<file path="src/glse_ram.sv">
module glse_ram #(
  parameter int WIDTH = 32,
  parameter int DEPTH = 16
) (
  input  logic                     clk,
  input  logic                     we,
  input  logic [$clog2(DEPTH)-1:0] waddr,
  input  logic [WIDTH-1:0]         wdata,
  input  logic                     re,
  input  logic [$clog2(DEPTH)-1:0] raddr,
  output logic [WIDTH-1:0]         rdata
);

  logic [WIDTH-1:0] mem [DEPTH];

  always_ff @(posedge clk) begin
    if (we) begin
      mem[waddr] <= wdata;
    end
    if (re) begin
      rdata <= mem[raddr];
    end
  end

endmodule

</file>
<file path="config.mk">
export PLATFORM = sky130hd
export DESIGN_NAME = glse_ram
export DESIGN_NICKNAME = d
export VERILOG_FILES = /design/src/glse_ram.sv
export SDC_FILE = /design/constraint.sdc
export NUM_CORES = 1
export LEC_CHECK = 0
export BUFFER_PORTS_ARGS = -buffer_cell sky130_fd_sc_hd__buf_2
export CORE_MARGIN = 8
export CORE_UTILIZATION = 66
export DETAILED_ROUTE_END_ITERATION = 8
export PLACE_DENSITY = 0.84
export SLEW_MARGIN = 0
export SYNTH_ARGS = -nofsm -noshare
export SYNTH_HDL_FRONTEND = slang
export SYNTH_SLANG_ARGS = --single-unit
</file>
<file path="constraint.sdc">
create_clock -name clk -period 12.85 [get_ports clk]
set_clock_uncertainty 0.1 [all_clocks]
set_input_delay 3.2125 -clock clk [delete_from_list [all_inputs] [get_ports clk]]
set_output_delay 3.2125 -clock clk [all_outputs]
set_load 0.02 [all_outputs]
</file>
==> results_dict.tcl <==
set metrics [dict create \
    hold_viol_final 0 \
    required_ns 13.05 \
    clk_latency_ns 0.56 \
    drive_above_1_share 0.329 \
    cts_tree "yes" \
    slowest_stage "buf_4" \
    slew_violations 0 \
    drtAntennaViolNets 0 \
    comb_power_share 0.048 \
    p_sw_mw 0.765 \
    clock-sinks 544 \
    area_growth_pct 13.4 \
    worst_setup_path_end_kind "register" \
    ff_latch_area_um2 16300 \
    ys_ff_latch 544 \
    first_iter_violations 1147 \
    ys_seq_area_frac 0.810 \
    cpLargestDelayFamily "buffers and inverters" \
    avgRoutedWirePerCell_um 33.5 \
    start_util 0.665 \
    cpPeakStageDelay_ns 0.72 \
    syn_nets 881 \
    max_cap_viol_count 0 \
    synth_most_common_cell "edfxtp_1" \
    finalNonFillerCells 1381 \
    clockPowerShare 0.416 \
    path_class "input port to register" \
    fill_cells 1534 \
    tns_ns 0 \
    ctsResizeCount 0 \
    synth_adder_area_share 0 \
    grt_start_max_net_pins 69 \
    cp-start-kind "input port" \
    die_w_um 191 \
    yosysTopAreaCell "edfxtp_1" \
    critPathBufInv 3 \
    synth_common_cells "edfxtp_1, mux4_2, a22oi_1" \
    vdd_drop_max_mv 0.124 \
    synth-compound-area-share 0.0238 \
    cts_hold_buffers 0 \
    antenna_found_initial 3 \
    cp_common_cell "buf_4" \
    wirelength_um 46300 \
    p_seq_frac 0.536 \
    ys_top_cells_by_area "edfxtp_1, mux4_2, a22oi_1, nand2_1, buf_4" \
    swShare 0.204 \
    post-route-drc-count 0 \
    cts_root_buf "clkbuf_16" \
    track_usage 0.258 \
    tightestPinTransition_ns 1.21 \
    post_cts_buffers 0 \
    cts_buffer_depth 3 \
    crit_arrival_ns 6.22 \
    syn_area_per_cell_um2 24.1 \
    yosys.area_share.simple 0.0125 \
    die_area_um2 36400 \
    synth_xor_area_frac 0 \
    dp_cells 1287 \
    synth.mux.area_fraction 0.143 \
    synth_top_family_by_area "multiplexers" \
    max_slew_margin 0.193 \
    crit_fanout 57 \
    syn_inst 838 \
    vias 9655 \
    powerDensity_nw_per_um2 164 \
    hold_path_class "register to register" \
    yosys.cell_types.count 17 \
    synth_flop_cell "edfxtp_1" \
    path_clk_slew_ns 0.06 \
    multi_input_area_um2 3750 \
    grt-ovfl-total 0 \
    io_pins 75 \
    syn_area_um2 20200 \
    status "finished, final reports clean" \
    crit_chain "clkbuf_8, buf_4, buf_4, mux4_2, a22oi_1, nand2_1" \
    die_y_um 191 \
    grt_first_pass_wirelength_um 66700 \
    leakage_nw 7.34 \
    io_buffers 74 \
    power.internal_mw 2.99 \
    fin_crit_sh 0.469 \
    fp-row-count 64 \
    fmax_ghz 0.166 \
    htree_levels 2 \
    synth_warnings 0 \
    detailed_place_hpwl_um 20900 \
    setup_viol 0 \
    synth-edff-count 544 \
    final_nets 987 \
    viasPerCell 6.99 \
    dr.pass1.iters 5 \
    synth_top_area_share 0.810 \
    layout_min_cycle_time_ns 6.02 \
    cts_made_buffers 51 \
    synth-async-reset-ratio 0 \
    grt_pass1_vias 10100 \
    core_um2 30300 \
    antennaDiodeCount 0 \
    routabilityCongestion 0.706 \
    rsz0062_at_grt "false" \
]
[routing by layer]
metal	GRT usage	wire (um)	up-vias
met1	0.324	16000	5014
met5	0	40	-
met4	0.0961	1450	6
met2	0.441	24000	699
li1	-	-	3813
met3	0.0529	4810	123
[registers in the layout, summed over array words and instances (netlist names)]
register / flops
mem: 512
rdata: 32
[power by group through the flow]
stage	registers (mW)	clock network, mW	logic [mW]
6_report	2.01	1.56	0.181
5_1_grt	2.01	1.64	0.191
4_1_cts	2.01	1.57	0.181
3_5_place_dp	2.05	0	0.178
3_3_place_gp	2.05	0	0.171
2_1_floorplan	2.06	0	0.0954
[cell families after synthesis]
kind of cell	after synthesis
flops	544
mux	128
compound gates	64
simple gates	59
buf+inv	43
[layout make-up]
type                    count  area share
flip-flops and latches    544       0.714
well taps                 396      0.0217
clock inverters            39      0.0191
clock buffers              55      0.0574
repair buffers             96      0.0239
multi-input cells         251       0.164
[per-stage QoR]
stage | util | hold slack, ns | cell area, um^2 | power [mW] | setup slack [ns]
after floorplan | - | 0.610 | 20200 | 2.15 | 6.36
after CTS | 0.754 | 0.640 | 22900 | 3.77 | 6.77
after detailed placement | 0.696 | 0.628 | 21100 | 2.23 | 6.21
final | 0.754 | 0.638 | 22900 | 3.75 | 6.83
after global routing | 0.754 | 0.681 | 22900 | 3.84 | 6.54
after global placement | 0.696 | 0.620 | 21100 | 2.22 | 6.26
[tightest hold or removal path: stages, from the launching register on]
cell and delay (ns):
edfxtp_1 0.31, mux4_2 0.22, a22oi_1 0.06, nand2_1 0.05
[cell usage in the layout, fill, tap and decap left out, drive strengths merged, types with 4 or more instances in the layout]
cell / synthesis / layout
edfxtp: 544 / 544
mux4: 128 / 128
buf: 26 / 95
a22oi: 64 / 64
clkbuf: 17 / 56
nand2: 33 / 33
clkinv: 0 / 24
nor2: 13 / 13
bufinv: 0 / 9
clkinvlp: 0 / 5
nor3: 4 / 4
[path summary, 6_finish.rpt]
| check | slack [ns] | endpoint | depth (start not counted) | start |
|---|---|---|---|---|
| hold / removal | 0.64 | rdata[30] | 3 | mem[14][30] |
| hold reg to reg | 0.64 | rdata[30] | 3 | mem[14][30] |
| setup / recovery | 6.83 | rdata[5] | 6 | raddr[0] |
| setup reg to reg | 11.19 | rdata[4] | 3 | mem[7][4] |
(Power assumes the default switching activity.)
