`src/glse_pkg.sv`:
```
package glse_pkg;

  localparam int GROUPS = 16;
  localparam int NREPORT = (GROUPS < 16) ? GROUPS : 16;
  localparam int GW = $clog2(GROUPS);
  localparam int RW = $clog2(NREPORT);

  localparam int TAYLOR_TERMS = 24;
  localparam int LN_BITS = 24;

  localparam logic [31:0] SUM_ONE = 32'h0080_0000;
  localparam logic [31:0] SUM_MAX = 32'hFFFF_FFFF;
  localparam logic [30:0] Q30_ONE = 31'h4000_0000;
  localparam logic [63:0] Q30_HALF = 64'h0000_0000_2000_0000;
  localparam logic [63:0] LN_ROUND = 64'h0000_0080_0000_0000;
  localparam logic [31:0] LN2_Q32 = 32'hB172_17F8;

  // exp(1.0) from the truncating series, and its rounded reciprocal exp(-1.0) in Q2.30.
  localparam logic [63:0] EXP1_Q30 = 64'd2918732883;
  localparam logic [63:0] EM1_WIDE = ((64'd1 << 60) + (EXP1_Q30 >> 1)) / EXP1_Q30;
  localparam logic [28:0] EM1_Q30 = EM1_WIDE[28:0];

  // floor(2^31 / n) for the series division by the term number.
  localparam logic [63:0] RB = 64'd2147483648;
  localparam logic [31:0] RECIP_TAB [TAYLOR_TERMS + 1] = '{
    32'd0,         32'(RB / 1),  32'(RB / 2),  32'(RB / 3),  32'(RB / 4),
    32'(RB / 5),   32'(RB / 6),  32'(RB / 7),  32'(RB / 8),  32'(RB / 9),
    32'(RB / 10),  32'(RB / 11), 32'(RB / 12), 32'(RB / 13), 32'(RB / 14),
    32'(RB / 15),  32'(RB / 16), 32'(RB / 17), 32'(RB / 18), 32'(RB / 19),
    32'(RB / 20),  32'(RB / 21), 32'(RB / 22), 32'(RB / 23), 32'(RB / 24)
  };

  localparam int DIV_NW = 61;
  localparam int DIV_DW = 32;
  localparam int DIV_QW = 31;

  typedef struct packed {
    logic busy;
    logic done;
  } glse_div_stat_t;

  typedef enum logic [4:0] {
    S_IDLE,
    S_LOAD,
    S_EXP_MUL,
    S_EXP_DIV,
    S_EXP_COR,
    S_EXP_ACC,
    S_RECIP,
    S_RECIP_WAIT,
    S_EI_MUL,
    S_EI_RND,
    S_UPD_MUL,
    S_UPD,
    S_ROWCHK,
    S_REP_RD,
    S_REP_LOAD,
    S_LN_MUL,
    S_LN_RND,
    S_SC_MUL,
    S_SC,
    S_OUT
  } glse_state_t;

  function automatic logic signed [31:0] sat32(input logic signed [33:0] v);
    logic signed [31:0] r;
    if (v > 34'sd2147483647) begin
      r = 32'sh7FFF_FFFF;
    end else if (v < -34'sd2147483648) begin
      r = 32'sh8000_0000;
    end else begin
      r = v[31:0];
    end
    return r;
  endfunction

endpackage

```
`src/glse_div.sv`:
```
module glse_div (
  input  logic                            clk,
  input  logic                            rst_n,
  input  logic                            start,
  input  logic [glse_pkg::DIV_NW-1:0]     num,
  input  logic [glse_pkg::DIV_DW-1:0]     den,
  output logic [glse_pkg::DIV_QW-1:0]     quot,
  output glse_pkg::glse_div_stat_t        stat
);

  localparam int NW = glse_pkg::DIV_NW;
  localparam int DW = glse_pkg::DIV_DW;
  localparam int QW = glse_pkg::DIV_QW;
  localparam int CW = $clog2(QW + 1);

  logic [DW-1:0] rem_r;
  logic [DW-1:0] den_r;
  logic [QW-1:0] nsh_r;
  logic [QW-1:0] quot_r;
  logic [CW-1:0] cnt_r;
  logic          busy_r;
  logic          done_r;
  logic [DW:0]   trial;
  logic [DW:0]   diff;
  logic          qbit;

  // The upper numerator bits are below the divisor, so only the low quotient bits are formed.
  always_comb begin
    trial = {rem_r, nsh_r[QW-1]};
    diff  = trial - {1'b0, den_r};
    qbit  = (trial >= {1'b0, den_r});
  end

  always_ff @(posedge clk) begin
    if (!rst_n) begin
      busy_r <= 1'b0;
      done_r <= 1'b0;
      cnt_r  <= '0;
    end else begin
      done_r <= 1'b0;
      if (start && !busy_r) begin
        busy_r <= 1'b1;
        cnt_r  <= CW'(QW);
      end else if (busy_r) begin
        cnt_r <= cnt_r - 1'b1;
        if (cnt_r == CW'(1)) begin
          busy_r <= 1'b0;
          done_r <= 1'b1;
        end
      end
    end
  end

  always_ff @(posedge clk) begin
    if (start && !busy_r) begin
      rem_r <= DW'(num[NW-1:QW]);
      nsh_r <= num[QW-1:0];
      den_r <= den;
    end else if (busy_r) begin
      rem_r  <= qbit ? diff[DW-1:0] : trial[DW-1:0];
      nsh_r  <= {nsh_r[QW-2:0], 1'b0};
      quot_r <= {quot_r[QW-2:0], qbit};
    end
  end

  assign quot = quot_r;
  assign stat = '{busy: busy_r, done: done_r};

endmodule

```
`config.mk`:
```
export PLATFORM = sky130hd
export DESIGN_NAME = glse_div
export DESIGN_NICKNAME = d
export VERILOG_FILES = /design/src/glse_pkg.sv /design/src/glse_div.sv
export SDC_FILE = /design/constraint.sdc
export NUM_CORES = 1
export LEC_CHECK = 0
export BUFFER_PORTS_ARGS = -buffer_cell sky130_fd_sc_hd__buf_2
export CAP_MARGIN = 20
export CORE_ASPECT_RATIO = 1.4
export CORE_MARGIN = 4
export CORE_UTILIZATION = 35
export CTS_BUF_LIST = sky130_fd_sc_hd__clkbuf_4 sky130_fd_sc_hd__clkbuf_8
export DETAILED_ROUTE_END_ITERATION = 10
export HOLD_SLACK_MARGIN = 0.15
export PLACE_DENSITY_LB_ADDON = 0.08
export SYNTH_ARGS = -nofsm -noshare
export SYNTH_HDL_FRONTEND = slang
export SYNTH_SLANG_ARGS = --single-unit
```
`constraint.sdc`:
```
create_clock -name clk -period 7.3 [get_ports clk]
set_clock_uncertainty 0.05 [all_clocks]
set_input_delay 1.095 -clock clk [delete_from_list [all_inputs] [get_ports clk]]
set_output_delay 1.095 -clock clk [all_outputs]
set_load 0.1 [all_outputs]
```
==> results of run 1 <==
[per-stage QoR]
step | cells | cell area [um^2] | utilization | power (mW)
2_1_floorplan | 672 | 7060 | - | 2.26
3_3_place_gp | 1021 | 7840 | 0.395 | 2.52
3_5_place_dp | 1021 | 7840 | 0.395 | 2.53
4_1_cts | 1053 | 8280 | 0.417 | 3.25
5_1_grt | 1053 | 8280 | 0.417 | 3.45
6_report | 1053 | 8280 | 0.417 | 3.20
[layout make-up]
cell class | count | area (um^2)
fillers | 2025 | 11600
flip-flops and latches | 133 | 3910
multi-input cells | 457 | 2780
repair buffers | 131 | 663
well taps | 252 | 315
clock buffers | 20 | 256
clock inverters | 12 | 184
inverters | 48 | 180
[placed cells by master (no fill, tap or decap), drive strengths merged, types with 5 or more instances in the layout]
cell	synthesis	final
buf	16	131
a21o	19	19
clkinv	0	5
o21bai	6	6
nand2	135	135
dfxtp	9	9
a31oi	11	11
xor2	11	11
ha	34	34
o21ai	45	45
xnor2	18	18
edfxtp	124	124
nand4	9	9
bufinv	0	5
nand2b	5	5
inv	48	48
nand3	9	9
clkbuf	18	20
mux2i	8	8
and3	7	7
nor2	42	42
a21oi	53	53
[per-layer routing]
metal,wire (um),vias up,track usage,part of all wire
li1,-,2613,-,-
met1,6910,2556,0.171,0.41
met2,8640,127,0.270,0.52
met3,800,26,0.0384,0.048
met4,389,2,0.0593,0.023
met5,7,-,0,0.00042
[worst min-delay path by stage]
| stage | slack (ps) | end | startpoint |
|---|---|---|---|
| after floorplan | 420 | rem_r[30]$_SDFFE_PP0P_ | rem_r[30]$_SDFFE_PP0P_ |
| after global placement | 380 | quot[3]$_DFFE_PP_ | quot[2]$_DFFE_PP_ |
| after detailed placement | 380 | quot[27]$_DFFE_PP_ | quot[26]$_DFFE_PP_ |
| after CTS | 410 | quot[18]$_DFFE_PP_ | quot[17]$_DFFE_PP_ |
| after global routing | 410 | quot[17]$_DFFE_PP_ | quot[16]$_DFFE_PP_ |
| final | 400 | quot[28]$_DFFE_PP_ | quot[27]$_DFFE_PP_ |
[power by group through the flow]
stage	Sequential (mW)	Combinational, mW	Clock, mW
final	1.11	1.39	0.699
after global routing	1.13	1.56	0.762
after global placement	1.12	1.39	0
after CTS	1.11	1.41	0.726
after detailed placement	1.13	1.40	0
after floorplan	1.19	1.08	0
[worst max-delay path: cells and delay by family (launching register included)]
family	cells	cell delay [ps]
AO/OA/AOI/OAI	4	1480
AND/OR/NAND/NOR	4	960
adder cells (fa/ha/maj)	1	490
flip-flops	1	400
[sequential cells by signal, indices dropped and copies added, names as in the netlist]
name / flops
rem_r: 32
nsh_r: 31
busy_r: 1
quot: 31
cnt_r: 5
den_r: 32
done_r: 1
[kinds of logic (layout without fill, tap and decap cells)]
family,after synthesis,after routing
compound gates,160,160
xor+xnor,29,29
fa+ha+maj,35,35
buf+inv,82,211
flops,133,133
mux,8,8
simple gates,225,225
==> summary.md, run 1 <==
| Metric | Value |
|---|---|
| Standby leakage power | 3.58 nW |
| Average wire length per cell after detail routing | 15.9 um |
| Count of different cell masters after synthesis | 60 |
| Total wirelength of the detailed-routed design | 16.7 mm |
| Worst hold-check slack | 401 ps |
| Standard cell core area | 0.0198 mm^2 |
| Total internal power | 1.98 mW |
| Post-Synth Simple-Gate Area | 0.139 |
| Primary FF master, synth | sky130_fd_sc_hd__edfxtp_1 |
| Reported net switching power | 1.22 mW |
| First-pass GRT wire length | 27.1 mm |
| Worst r2r dst | rem_r[27]$_DFFE_PP_ |
| Clk sinks | 133 |
| Run status | finished, final reports clean |
| Sw frac | 0.382 |
| Vias in the first global route | 5538 |
| Final max-slew violation count | 0 |
| Synthesized area | 0.00706 mm^2 |
| Die width | 128 um |
| Max clock buf depth | 2 |
| Data required time at the worst endpoint | 7530 ps |
| CTS hold repair buffers | 0 |
| GR Util All Layers | 0.151 |
| Worst-case vdd ir drop | 0.228 mV |
| EDFF count, synth | 124 |
| Max-cap violations | 0 |
| Vias | 5324 |
| Total of endpoints with negative setup slack in the final report | 0 |
| Sum Neg Setup Slack | 0 ps |
| CTS H-Tree Depth | 4 |
| Async set-reset flop share out of synthesis | 0 |
| Gate power share | 0.435 |
| Most instantiated library cell after synthesis | sky130_fd_sc_hd__nand2_1 |
| Combinational family with the most area after synthesis | compound AO/OA/AOI/OAI gates |
| Die footprint | 0.0225 mm^2 |
| Part of the cycle the worst path needs | 0.488 |
| Max Clk Rate | 281 MHz |
| Largest area contributor in the synthesized netlist | sky130_fd_sc_hd__edfxtp_1 |
| Slack of the worst reg-to-reg path | 3740 ps |
| Slowest stage cell on the critical path | sky130_fd_sc_hd__a41o_2 |
| DP Worst Slack | 3640 ps |
| FF-to-FF Start | rem_r[17]$_DFFE_PP_ |
| Relative area change from synthesis to final layout | 17.4% |
| Setup repair after global routing missed its margin | false |
| Cell types occupying the most area after synthesis | sky130_fd_sc_hd__edfxtp_1 53%, sky130_fd_sc_hd__nand2_1 7.2%, sky130_fd_sc_hd__ha_1 6.0%, sky130_fd_sc_hd__a21oi_1 3.7%, sky130_fd_sc_hd__o21ai_0 2.9% |
| Xor-xnor portion of the synthesized cell area | 0.0360 |
| Max Fanout on Critical Path | 55 |
| Flip-flop and latch count after synthesis | 133 |
| Via count normalized by instance count | 5.06 |
| Number of nets with antenna violations after detailed routing | 0 |
| Min-Delay Path Depth | 0 |
| Count of endpoints failing hold in the final timing report | 0 |
| Endpoint class of the critical path | flip-flop |
| Clock transition at the registers of the reported paths | 80 ps |
| Ports | 129 |
| Worst-margin pin slew | 1010 ps |
| Worst skew pair latency | 440 ps |
| Startpoint class of the critical path | flip-flop |
| Number of buffers added by the clock tree synthesis step | 17 |
| Setup Crit Path Kind | reg -> reg |
| Worst setup path startpoint | rem_r[17]$_DFFE_PP_ |
| Least setup slack across all paths after layout | 3740 ps |
| Maximum number of pins on one net before global-route repair | 78 |
| Cell at the root of the clock tree | sky130_fd_sc_hd__clkbuf_8 |
| Post-synthesis sequential area ratio | 0.553 |
| Mapped Nets | 803 |
| Class of the worst hold path | reg -> reg |
| Worst Setup EP | rem_r[27]$_DFFE_PP_ |
| Remaining DRCs | 0 |
| Seq pwr share | 0.347 |
| Total global routing overflow | 0 |
| Number of diodes added for antenna fixing | 0 |
| Peak per-stage delay on the critical path | 840 ps |
| Post-CTS sizing | 0 |
| Post-synth top area share | 0.528 |
| Share of cell area taken by muxes after synthesis | 0.0113 |
| Die Ht | 176 um |
| Number of nets in the layout | 919 |
| Top cells by instance count after synthesis | 135 x sky130_fd_sc_hd__nand2_1, 124 x sky130_fd_sc_hd__edfxtp_1, 52 x sky130_fd_sc_hd__a21oi_1 |
| Average footprint of a synthesized cell | 10.5 um^2 |
| Cells after synthesis | 672 |
| Minimum period implied by the final worst setup slack | 3560 ps |
| Cells traversed along the worst timing path | ha_1, nand4_1, nor4_1, o311ai_1, nand3_2, a31o_4, a41o_2, nand2_1, o21ai_0 |
| Standard-cell rows | 61 |
| Antenna violations before repair | 1 |
| Share of the synthesized area in compound gates (AO/OA/AOI/OAI) | 0.144 |
| Weighted congestion reported at the end of routability-driven placement | 0.864 |
| TritonCTS clock tree | yes |
| Fraction of final layout cells sized beyond drive strength 1 | 0.222 |
| Drt pass-1 iters | 5 |
| Buffers on Ports | 128 |
| Warnings from Yosys | 0 |
| Detailed placer's ending HPWL | 12.0 mm |
| Effective utilization at floorplan | 0.356 |
| Data arrival, critical path | 3790 ps |
| Post-CTS Setup Bufs | 0 |
| Power density normalized to cell area | 386 mW/mm^2 |
| Depth of the worst register-to-register path | 9 |
| Iter 0 DRT Violations | 296 |
| Slew margin rel. | 0.325 |
| Post-Synth Adder-Cell Area | 0.0631 |
| Clock network power share | 0.218 |
(Power assumes the default switching activity.)
==> run 2: changes to the inputs <==
==> constraint.sdc (replaced) <==
create_clock -name clk -period 3.3 [get_ports clk]
set_clock_uncertainty 0.05 [all_clocks]
set_input_delay 0.495 -clock clk [delete_from_list [all_inputs] [get_ports clk]]
set_output_delay 0.495 -clock clk [all_outputs]
set_load 0.1 [all_outputs]
==> summary.md, run 2 (synthesized netlist as in run 1, its figures left out) <==
| Metric | Value |
|---|---|
| Slowest stage cell on the critical path | sky130_fd_sc_hd__ha_1 |
| Number of buffer and inverter instances along the worst setup path | 2 (+2) |
| Buffers on Ports | 128 (unchanged) |
| Vias | 5338 (+0.26%) |
| CP dominant cell by count | sky130_fd_sc_hd__nand4_1 |
| Remaining DRCs | 0 (unchanged) |
| Number of buffers added by the clock tree synthesis step | 17 (unchanged) |
| Clock transition at the registers of the reported paths | 70 ps (about the same) |
| Max clock buf depth | 2 (unchanged) |
| Via count normalized by instance count | 4.94 (-2.2%) |
| Weighted congestion reported at the end of routability-driven placement | 0.795 (-7.9%) |
| Critical path's top delay family | simple AND/OR/NAND/NOR gates |
| Die Ht | 176 um (unchanged) |
| Drt pass-1 iters | 7 (+2) |
| Effective utilization at floorplan | 0.356 (unchanged) |
| Number of nets with antenna violations after detailed routing | 0 (unchanged) |
| Run status | finished, final reports clean |
| Vias in the first global route | 5559 (+0.38%) |
| Data arrival, critical path | 3190 ps (-600 ps) |
| Slew margin rel. | 0.461 (+0.137) |
| Max Clk Rate | 324 MHz (+15%) |
| Clk sinks | 133 (unchanged) |
| Minimum period implied by the final worst setup slack | 3090 ps (-475 ps) |
| Worst skew pair latency | 430 ps (about the same) |
| Worst setup path startpoint | rem_r[16]$_DFFE_PP_ |
| Endpoint class of the critical path | flip-flop |
| Fraction of final layout cells sized beyond drive strength 1 | 0.234 (+0.0121) |
| FF-to-FF Start | rem_r[16]$_DFFE_PP_ |
| Max-cap violations | 0 (unchanged) |
| Count of endpoints failing hold in the final timing report | 0 (unchanged) |
| Post-CTS Setup Bufs | 0 (unchanged) |
| Number of nets in the layout | 949 (+3.3%) |
| Total of endpoints with negative setup slack in the final report | 0 (unchanged) |
| Standard cell core area | 0.0198 mm^2 (unchanged) |
| Worst-margin pin slew | 808 ps (-205 ps) |
| DP Worst Slack | 47.3 ps (-3590 ps) |
| Most frequent standard cell in the layout excluding fill and tap cells | sky130_fd_sc_hd__nand2_1 |
| Iter 0 DRT Violations | 204 (-31%) |
| Beginning of the worst hold path | den[27] |
| Setup Crit Path Kind | reg -> reg |
| Final max-slew violation count | 0 (unchanged) |
| Sum Neg Setup Slack | 0 ps (unchanged) |
| Class of the worst hold path | in -> reg |
| Detailed placer's ending HPWL | 11.9 mm (-0.98%) |
| Largest regs | den_r x32, rem_r x32 |
| Cells traversed along the worst timing path | ha_1, nand4_1, nor4_2, buf_4, nand4_1, nand3_2, a31o_4, a41o_2, buf_12, mux2i_1, a21oi_1 |
| Standard-cell rows | 61 (unchanged) |
| Maximum number of pins on one net before global-route repair | 77 (-1.3%) |
| Total wirelength of the detailed-routed design | 16.5 mm (-1.3%) |
| Part of the cycle the worst path needs | 0.936 (+0.448) |
| GR Util All Layers | 0.150 (-0.00122) |
| Max Fanout on Critical Path | 23 (-58%) |
| Least setup slack across all paths after layout | 211 ps (-3530 ps) |
| Relative area change from synthesis to final layout | 21.4% |
| TritonCTS clock tree | yes |
| Setup repair after global routing missed its margin | false |
| Startpoint class of the critical path | flip-flop |
| Number of diodes added for antenna fixing | 0 (unchanged) |
| Ports | 129 (unchanged) |
| Top library cells by usage in the layout, fill and taps aside | 135 x sky130_fd_sc_hd__nand2_1, 128 x sky130_fd_sc_hd__buf_2, 124 x sky130_fd_sc_hd__edfxtp_1, 52 x sky130_fd_sc_hd__a21oi_1, 46 x sky130_fd_sc_hd__inv_1 |
| Standby leakage power | 3.71 nW (+3.5%) |
| First-pass GRT wire length | 27.3 mm (+0.72%) |
| CTS H-Tree Depth | 4 (unchanged) |
| Data required time at the worst endpoint | 3400 ps (-4130 ps) |
| Peak per-stage delay on the critical path | 480 ps (-360 ps) |
| Total global routing overflow | 0 (unchanged) |
| Die width | 128 um (unchanged) |
| Average wire length per cell after detail routing | 15.3 um (-3.8%) |
| Cell at the root of the clock tree | sky130_fd_sc_hd__clkbuf_8 |
| Antenna violations before repair | 0 (-1) |
| Power density normalized to cell area | 822 mW/mm^2 (+110%) |
| Worst-case vdd ir drop | 0.362 mV (+59%) |
| Worst hold-check slack | 188 ps (-213 ps) |
| Die footprint | 0.0225 mm^2 (unchanged) |
## run 2: worst reg2reg max path, stage by stage (launching register included)
cell and delay (ps):
sky130_fd_sc_hd__edfxtp_1 390, sky130_fd_sc_hd__ha_1 480, sky130_fd_sc_hd__nand4_1 160, sky130_fd_sc_hd__nor4_2 210
sky130_fd_sc_hd__buf_4 170, sky130_fd_sc_hd__nand4_1 150, sky130_fd_sc_hd__nand3_2 160, sky130_fd_sc_hd__a31o_4 210
sky130_fd_sc_hd__a41o_2 250, sky130_fd_sc_hd__buf_12 180, sky130_fd_sc_hd__mux2i_1 300, sky130_fd_sc_hd__a21oi_1 100
## run 2: path summary, 6_finish.rpt
check | cells past startpoint | endpoint | slack (ps)
setup reg to reg | 11 | rem_r[29]$_DFFE_PP_ | 210
setup / recovery | 11 | rem_r[29]$_DFFE_PP_ | 210
hold / removal | 1 | den_r[27]$_DFFE_PP_ | 190
hold reg to reg | 0 | quot[2]$_DFFE_PP_ | 400
## run 2: routing by layer
metal / wire length (um) / global-route usage / part of all wire
met5: 0 / 0 / 0
met4: 235 / 0.0571 / 0.014
met1: 6940 / 0.175 / 0.42
met2: 8570 / 0.266 / 0.52
met3: 783 / 0.0336 / 0.047
## run 2: repair_timing
item                       in CTS  in global routing
setup endpoints to repair       0                 24
gates resized for setup         0                  9
hold endpoints to repair       14                  6
hold buffers                   14                  6
## run 2: area by class of cell
type | count | area, um^2
clock buffers | 21 | 264
clock inverters | 8 | 86.3
fillers | 1995 | 11300
inverters | 48 | 180
multi-input cells | 457 | 2830
flip-flops and latches | 133 | 3910
well taps | 252 | 315
repair buffers | 161 | 988
## run 2: stage by stage
step / instances / cell area, um^2 / utilization / power, mW
2_1_floorplan: 672 / 7060 / - / 5.01
3_3_place_gp: 1031 / 7970 / 0.402 / 5.72
3_5_place_dp: 1031 / 7970 / 0.402 / 5.74
4_1_cts: 1074 / 8460 / 0.426 / 7.07
5_1_grt: 1080 / 8570 / 0.432 / 7.60
6_report: 1080 / 8570 / 0.432 / 7.04
## run 2: report_power, final
| part | total [mW] | internal [mW] | switching [mW] |
|---|---|---|---|
| Sequential | 2.44 | 2.28 | 0.161 |
| Clock | 1.27 | 0.680 | 0.593 |
| Combinational | 3.33 | 1.36 | 1.97 |
| Total | 7.04 | 4.32 | 2.72 |
